**config.mk**
```make
export PLATFORM = sky130hd
export DESIGN_NAME = multilink_fragment_scheduler_core
export DESIGN_NICKNAME = d
export VERILOG_FILES = /design/src/design/mlfs_pkg.sv /design/src/design/multilink_fragment_scheduler_core.sv /design/src/design/mlfs_divider.sv
export SDC_FILE = /design/constraint.sdc
export NUM_CORES = 1
export LEC_CHECK = 0
export BUFFER_PORTS_ARGS = -buffer_cell sky130_fd_sc_hd__buf_2
export CORE_MARGIN = 4
export CORE_UTILIZATION = 65
export CTS_CLUSTER_SIZE = 14
export DETAILED_ROUTE_END_ITERATION = 12
export GPL_TIMING_DRIVEN = 1
export PLACE_DENSITY = 0.95
export SETUP_SLACK_MARGIN = 0.4
export SYNTH_ARGS = -nofsm -noshare
export SYNTH_HDL_FRONTEND = slang
export SYNTH_SLANG_ARGS = --single-unit
```
**constraint.sdc**
```tcl
create_clock -name clk -period 13.18 [get_ports clk]
set_clock_uncertainty 0.05 [all_clocks]
set_input_delay 1.318 -clock clk [delete_from_list [all_inputs] [get_ports clk]]
set_output_delay 1.318 -clock clk [all_outputs]
set_load 0.005 [all_outputs]
```
**src/design/mlfs_pkg.sv**
```systemverilog
package mlfs_pkg;

  // Field widths
  localparam int LEN_W     = 12;
  localparam int CNT_W     = 4;
  localparam int MASK_W    = 8;
  localparam int LINK_W    = 3;
  localparam int CFG_W     = 16;
  localparam int CFG_IDX_W = 2;
  localparam int DIV_W     = 4;

  // Bundle and frame limits
  localparam int MAX_LINKS = 8;
  localparam int LINK_LIM  = (MAX_LINKS < MASK_W) ? MAX_LINKS : MASK_W;
  localparam logic [LEN_W-1:0] MAX_FRAME   = 12'd2048;
  localparam logic [LEN_W-1:0] MIN_PKT_LEN = 12'h019;

  // Register indexes and reset values
  localparam logic [CFG_IDX_W-1:0] REG_MRU      = 2'd0;
  localparam logic [CFG_IDX_W-1:0] REG_MRRU     = 2'd1;
  localparam logic [CFG_IDX_W-1:0] REG_MIN_FRAG = 2'd2;
  localparam logic [CFG_W-1:0]     MRU_RESET      = 16'd1500;
  localparam logic [CFG_W-1:0]     MRRU_RESET     = 16'd0;
  localparam logic [LEN_W-1:0]     MIN_FRAG_RESET = 12'd64;

  // Divider: two quotient bits per cycle
  localparam int DIV_STEPS = LEN_W / 2;
  localparam int DIV_CNT_W = $clog2(DIV_STEPS);

  typedef enum logic [2:0] {
    ST_SENT     = 3'd0,
    ST_SHORT    = 3'd1,
    ST_OVERSIZE = 3'd2,
    ST_OVER_MRU = 3'd3,
    ST_NO_LINK  = 3'd4
  } status_t;

  typedef struct packed {
    logic             start;
    logic [LEN_W-1:0] dividend;
    logic [DIV_W-1:0] divisor;
  } div_req_t;

  typedef struct packed {
    logic             done;
    logic [LEN_W-1:0] quotient;
    logic [DIV_W-1:0] remainder;
  } div_rsp_t;

endpackage

```
**src/design/multilink_fragment_scheduler_core.sv**
```systemverilog
// A dropped or plain packet passes S_CHECK and S_ONE and gives its one result once the
// result slot is free. A bundle packet first takes one remainder pass of the shared
// two-bit-per-cycle divider; a fragmented one takes a second pass, quotient, and fragments
// follow one per cycle while the result is not stalled. No new packet is taken until the
// last result is registered, as item_stall is high outside S_IDLE. Synchronous rst sets
// mru 1500, mrru 0, min_frag_len 64 and clears the rotation index and all valid flags.
module multilink_fragment_scheduler_core (
  input  logic        clk,
  input  logic        rst,
  input  logic        cfg_we,
  input  logic [1:0]  cfg_index,
  input  logic [15:0] cfg_data,
  input  logic        item_valid,
  output logic        item_stall,
  input  logic [11:0] packet_length,
  input  logic [3:0]  member_count,
  input  logic [7:0]  opened_mask,
  output logic        result_valid,
  input  logic        result_stall,
  output logic [2:0]  status,
  output logic [2:0]  link_index,
  output logic [11:0] frag_offset,
  output logic [11:0] frag_length,
  output logic        mp_header,
  output logic        mp_start,
  output logic        mp_end,
  output logic        last
);

  localparam int LW = mlfs_pkg::LEN_W;
  localparam int MW = mlfs_pkg::MASK_W;
  localparam int KW = mlfs_pkg::LINK_W;
  localparam int DW = mlfs_pkg::DIV_W;

  typedef enum logic [2:0] {
    S_IDLE, S_CHECK, S_MOD, S_DIV, S_ONE, S_FRAG
  } state_t;

  state_t state;

  logic [15:0]   mru;
  logic [15:0]   mrru;
  logic [LW-1:0] min_frag_len;
  logic [KW-1:0] rot;

  logic [LW-1:0] len_q;
  logic [3:0]    count_q;
  logic [MW-1:0] mask_q;
  logic [MW-1:0] emask_q;
  logic [DW-1:0] nb_q;
  mlfs_pkg::status_t pend_status;
  logic          bundle;
  logic [LW-1:0] flen;
  logic [LW-1:0] off_q;
  logic [1:0]    frag_idx;
  logic [1:0]    frag_last_idx;

  mlfs_pkg::div_req_t div_req;
  mlfs_pkg::div_rsp_t div_rsp;

  logic [MW-1:0] eff_mask;
  logic [DW-1:0] nb_c;
  logic [DW-1:0] prefix;
  logic [KW-1:0] sel_link;
  logic [DW-1:0] div_sel;
  logic [KW-1:0] rot_inc;
  logic [DW-1:0] rot_plus;
  logic          over_mru;
  logic          slot_free;
  logic          is_last;

  mlfs_divider u_divider (
    .clk (clk),
    .rst (rst),
    .req (div_req),
    .rsp (div_rsp)
  );

  // Configuration writes
  always_ff @(posedge clk) begin
    if (rst) begin
      mru          <= mlfs_pkg::MRU_RESET;
      mrru         <= mlfs_pkg::MRRU_RESET;
      min_frag_len <= mlfs_pkg::MIN_FRAG_RESET;
    end else if (cfg_we) begin
      unique case (cfg_index)
        mlfs_pkg::REG_MRU:      mru          <= cfg_data;
        mlfs_pkg::REG_MRRU:     mrru         <= cfg_data;
        mlfs_pkg::REG_MIN_FRAG: min_frag_len <= cfg_data[LW-1:0];
        default: ;
      endcase
    end
  end

  // Opened members within the bundle and their count
  always_comb begin
    nb_c = '0;
    for (int i = 0; i < MW; i++) begin
      eff_mask[i] = mask_q[i] && (i < mlfs_pkg::LINK_LIM) && (i < int'(count_q));
      nb_c        = nb_c + {{(DW-1){1'b0}}, eff_mask[i]};
    end
  end

  // Pick the opened member at the rotation position
  always_comb begin
    prefix   = '0;
    sel_link = '0;
    for (int i = 0; i < MW; i++) begin
      if (emask_q[i] && (prefix == {1'b0, rot})) sel_link = KW'(i);
      prefix = prefix + {{(DW-1){1'b0}}, emask_q[i]};
    end
  end

  // Fragment divisor, rotation step and drop checks
  assign div_sel   = (nb_q == 4'd2) ? 4'd2 : ({1'b0, nb_q[3:1]} + {3'b000, nb_q[0]});
  assign rot_plus  = {1'b0, rot} + 4'd1;
  assign rot_inc   = (rot_plus == nb_q) ? '0 : rot_plus[KW-1:0];
  assign over_mru  = ({4'b0000, len_q} > mru) ||
                     ((mrru != '0) && ({4'b0000, len_q} > mrru));
  assign slot_free = !result_valid || !result_stall;
  assign is_last   = (frag_idx == frag_last_idx);
  assign item_stall = (state != S_IDLE);

  // Sequencer and result register
  always_ff @(posedge clk) begin
    if (rst) begin
      state         <= S_IDLE;
      rot           <= '0;
      result_valid  <= 1'b0;
      div_req.start <= 1'b0;
    end else begin
      div_req.start <= 1'b0;
      if (result_valid && !result_stall) result_valid <= 1'b0;

      unique case (state)
        S_IDLE: begin
          if (item_valid) begin
            len_q   <= packet_length;
            count_q <= member_count;
            mask_q  <= opened_mask;
            state   <= S_CHECK;
          end
        end

        S_CHECK: begin
          emask_q <= eff_mask;
          nb_q    <= nb_c;
          bundle  <= 1'b0;
          state   <= S_ONE;
          priority if (len_q < mlfs_pkg::MIN_PKT_LEN) begin
            pend_status <= mlfs_pkg::ST_SHORT;
          end else if (len_q >= mlfs_pkg::MAX_FRAME) begin
            pend_status <= mlfs_pkg::ST_OVERSIZE;
          end else if (over_mru) begin
            pend_status <= mlfs_pkg::ST_OVER_MRU;
          end else if (count_q <= 4'd1) begin
            pend_status <= mlfs_pkg::ST_SENT;
          end else if (nb_c == '0) begin
            pend_status <= mlfs_pkg::ST_NO_LINK;
          end else begin
            // advance rotation modulo the opened count
            pend_status      <= mlfs_pkg::ST_SENT;
            bundle           <= 1'b1;
            div_req.start    <= 1'b1;
            div_req.dividend <= {{(LW-DW){1'b0}}, rot_plus};
            div_req.divisor  <= nb_c;
            state            <= S_MOD;
          end
        end

        S_MOD: begin
          if (div_rsp.done) begin
            rot <= div_rsp.remainder[KW-1:0];
            if ((nb_q == 4'd1) || (len_q <= min_frag_len)) begin
              state <= S_ONE;
            end else begin
              div_req.start    <= 1'b1;
              div_req.dividend <= len_q;
              div_req.divisor  <= div_sel;
              frag_last_idx    <= 2'(div_sel - 4'd1);
              state            <= S_DIV;
            end
          end
        end

        S_DIV: begin
          if (div_rsp.done) begin
            flen     <= div_rsp.quotient;
            off_q    <= '0;
            frag_idx <= '0;
            state    <= S_FRAG;
          end
        end

        S_ONE: begin
          if (slot_free) begin
            result_valid <= 1'b1;
            status       <= pend_status;
            link_index   <= bundle ? sel_link : '0;
            frag_offset  <= '0;
            frag_length  <= (pend_status == mlfs_pkg::ST_SENT) ? len_q : '0;
            mp_header    <= bundle && (nb_q != 4'd1);
            mp_start     <= bundle && (nb_q != 4'd1);
            mp_end       <= bundle && (nb_q != 4'd1);
            last         <= 1'b1;
            state        <= S_IDLE;
          end
        end

        S_FRAG: begin
          if (slot_free) begin
            result_valid <= 1'b1;
            status       <= mlfs_pkg::ST_SENT;
            link_index   <= sel_link;
            frag_offset  <= off_q;
            frag_length  <= is_last ? (len_q - off_q) : flen;
            mp_header    <= 1'b1;
            mp_start     <= (frag_idx == 2'd0);
            mp_end       <= is_last;
            last         <= is_last;
            off_q        <= off_q + flen;
            frag_idx     <= frag_idx + 2'd1;
            if (is_last) state <= S_IDLE;
            else         rot   <= rot_inc;
          end
        end

        default: state <= S_IDLE;
      endcase
    end
  end

endmodule

```
**src/design/mlfs_divider.sv**
```systemverilog
module mlfs_divider (
  input  logic                clk,
  input  logic                rst,
  input  mlfs_pkg::div_req_t  req,
  output mlfs_pkg::div_rsp_t  rsp
);

  localparam int LW = mlfs_pkg::LEN_W;
  localparam int DW = mlfs_pkg::DIV_W;
  localparam int CW = mlfs_pkg::DIV_CNT_W;

  logic          busy;
  logic          done;
  logic [CW-1:0] cnt;
  logic [LW-1:0] quo;
  logic [DW-1:0] rem;
  logic [DW-1:0] dvs;

  logic [DW:0]   trial1, trial2, diff1, diff2;
  logic          ge1, ge2;
  logic [DW-1:0] rem1, rem_next;
  logic [LW-1:0] quo1, quo_next;

  // Two restoring steps per cycle
  always_comb begin
    trial1   = {rem, quo[LW-1]};
    diff1    = trial1 - {1'b0, dvs};
    ge1      = trial1 >= {1'b0, dvs};
    rem1     = ge1 ? diff1[DW-1:0] : trial1[DW-1:0];
    quo1     = {quo[LW-2:0], ge1};
    trial2   = {rem1, quo1[LW-1]};
    diff2    = trial2 - {1'b0, dvs};
    ge2      = trial2 >= {1'b0, dvs};
    rem_next = ge2 ? diff2[DW-1:0] : trial2[DW-1:0];
    quo_next = {quo1[LW-2:0], ge2};
  end

  // Load, iterate, flag completion for one cycle
  always_ff @(posedge clk) begin
    if (rst) begin
      busy <= 1'b0;
      done <= 1'b0;
    end else begin
      done <= 1'b0;
      if (req.start) begin
        quo  <= req.dividend;
        rem  <= '0;
        dvs  <= req.divisor;
        cnt  <= CW'(mlfs_pkg::DIV_STEPS - 1);
        busy <= 1'b1;
      end else if (busy) begin
        quo <= quo_next;
        rem <= rem_next;
        cnt <= cnt - 1'b1;
        if (cnt == '0) begin
          busy <= 1'b0;
          done <= 1'b1;
        end
      end
    end
  end

  assign rsp.done      = done;
  assign rsp.quotient  = quo;
  assign rsp.remainder = rem;

endmodule

```
==> results.json <==
{
  "fmax_ghz": 0.193,
  "setup_viol": 0,
  "ys_seq_area_share_pct": 50.7,
  "fin_crit_sh_pct": 39.3,
  "p_per_area_nw_per_um2": 149,
  "slew_violations": 0,
  "setup_tns_ns": 0,
  "yosys_warnings": 0,
  "clock_latency_ns": 0.44,
  "core_area_sq_um": 15800,
  "syn_to_final_growth_pct": 11.2,
  "largest-register": "div_req",
  "syn_nets": 1130,
  "cp.arrival_ns": 5.22,
  "drtAntennaViolNets": 0,
  "routed_wl_mm": 24.7,
  "end_kind": "flop",
  "io_buffers": 82,
  "largest_reg_flops": 17,
  "async_flop_share_pct": 0,
  "holdWs_ns": 0.386,
  "synth.cell_area_sq_um": 10500,
  "cts_resized": 0,
  "htree_levels": 4,
  "status": "finished, final reports clean",
  "grt.overflow.total": 0,
  "ir_drop_v": 0.000121,
  "final_cells": 1297,
  "wl_per_cell_microns": 19.0,
  "syn-instance-count": 989,
  "via_per_inst": 6.18,
  "holdBufCountCts": 0,
  "cts_setup_buffers": 0,
  "synth_edf_count": 141,
  "die_w_microns": 135,
  "dp.cells": 1266,
  "syn_avg_cell_area_sq_um": 10.6,
  "die_area_sq_um": 18200,
  "io_pins": 83,
  "rsz0062_at_grt": "false",
  "tightest_slew_ns": 1.35,
  "min_delay_path_depth": 0,
  "firstDrtPassIters": 5,
  "ys_seq_elements": 195,
  "crit_type": "flop to flop",
  "num_antenna_cells": 0,
  "clkTransAtPathRegs_ns": 0.06,
  "hold_class": "flop to flop",
  "clock-root-buffer": "clkbuf_16",
  "drv_cap": 0,
  "cts_sinks": 195,
  "row_count": 46,
  "track_usage_pct": 28.1,
  "grt_pass1_wl_mm": 40.1,
  "die_h_microns": 135,
  "fin_nets": 1210,
  "critPathLaunchType": "flop",
  "first_iter_violations": 922,
  "period_needed_ns": 5.18,
  "place.gp.congestion": 0.912,
  "hpwl_mm": 17.5,
  "drive_gt1_share_pct": 14.3,
  "antenna_found_initial": 0,
  "start_util_pct": 66.3,
  "ff2ff_path_depth": 13,
  "grt_max_degree": 35,
  "final-hold-violation-count": 0,
  "maxSlewHeadroom_pct": 9.09,
  "grt_pass1_vias": 8123,
  "cts_tree": "done",
  "crit_required_ns": 13.22,
  "reg.largest.list": "div_req (17), mrru (16), mru (16)",
  "ctsLongestPathBuffers": 2,
  "vias": 8015,
  "numCtsBuffers": 17,
  "route.detailed.drc": 0,
  "yosysUniqueCellTypes": 69,
  "crit_fanout": 16,
  "leakage_nw": 4.65,
  "synthFlopType": "edfxtp_1"
}
-- layout by cell type, fill, tap and decap left out, types with 5 or more instances in the layout --
cell type and n:
a21o_1 14, fa_1 10, a211o_1 11, nand2b_1 9, nand3_1 15, mux2_2 14
nand2_1 115, or3_1 7, o21a_1 5, buf_2 82, a22o_1 7, a31oi_1 8
xor2_1 12, and3_1 9, nor3_1 18, edfxtp_1 141, and2_1 15, a211oi_1 6
a21oi_1 65, a22oi_1 8, xnor2_1 33, nand4_1 13, ha_1 84, buf_4 8
clkbuf_16 17, nor2_1 69, dfxtp_1 54, o21ai_0 41, nor4_1 7, inv_1 87
nor2b_1 15
-- cells by family (layout without fill, tap and decap cells) --
logic type,after synthesis,in the layout,synth area share (%)
and+or+nand+nor,321,321,14.9
AOI/OAI and AO/OA,199,199,12.5
DFF,195,195,50.7
buffers and inverters,117,209,4.33
adders and majority gates,94,94,11.9
xor gates and xnor gates,47,47,4.07
muxes,16,16,1.71
-- power by group --
group          internal, mW  leakage [nW]  switching [mW]
registers             0.731          1.74          0.0540
clock network         0.257         0.253           0.222
logic                 0.199          2.66           0.278
-- area by class of cell --
class,instances,area [sq um]
Tap cell,216,270
Fill cell,968,4160
Multi-Input combinational cell,677,4760
Clock buffer,20,437
Sequential cell,195,5320
Clock inverter,11,88.8
Timing Repair Buffer,90,470
Inverter,88,330
-- routing by layer --
metal	routed length, microns	share of wire, %	track usage, %
met1	9030	37	33.3
met2	12300	50	47.8
met3	2310	9.3	6.97
met4	1070	4.3	14.3
met5	0	0	0
-- synth_stat cells, types with 13 or more instances --
library cell,instances,area (sq um)
a21o_1,14,105
a21oi_1,65,325
and2_1,15,93.8
clkbuf_1,18,67.6
dfxtp_1,54,1080
edfxtp_1,141,4230
ha_1,84,1050
inv_1,87,327
mux2_2,14,158
nand2_1,115,432
nand3_1,15,75.1
nand4_1,13,81.3
nor2_1,70,263
nor2b_1,15,93.8
nor3_1,18,90.1
o21ai_0,41,205
xnor2_1,33,289
-- critical path, stage by stage, from the launching register on --
cell and delay, ns:
edfxtp_1 0.46, or3_1 0.43, o21ai_0 0.36, fa_1 0.48, fa_1 0.52, fa_1 0.41
inv_1 0.07, ha_1 0.17, inv_1 0.06, fa_1 0.52, inv_1 0.07, or4_1 0.61
nor2b_2 0.22, a21o_1 0.42
-- path summary, 6_finish.rpt --
| kind | startpoint | to | slack, ns |
|---|---|---|---|
| setup / recovery | count_q[3]$_DFFE_PP_ | div_req[8]$_DFFE_PP_ | 8.00 |
| hold reg to reg | div_req[2]$_DFFE_PP_ | u_divider.dvs[2]$_DFFE_PP_ | 0.39 |
| setup reg to reg | count_q[3]$_DFFE_PP_ | div_req[8]$_DFFE_PP_ | 8.00 |
| hold / removal | div_req[2]$_DFFE_PP_ | u_divider.dvs[2]$_DFFE_PP_ | 0.39 |
-- through the flow --
| stage | instance area, sq um | setup WS, ns | util, % | power [mW] |
|---|---|---|---|---|
| after CTS | 11700 | 7.98 | 73.7 | 1.73 |
| after detailed placement | 11100 | 8.05 | 70.4 | 1.26 |
| after global placement | 11100 | 8.27 | 70.4 | 1.22 |
| final | 11700 | 8.00 | 73.7 | 1.74 |
| after global routing | 11700 | 7.63 | 73.7 | 1.82 |
| after floorplan | 10500 | 8.47 | - | 1.12 |
Power figures use the tool's default switching activity.
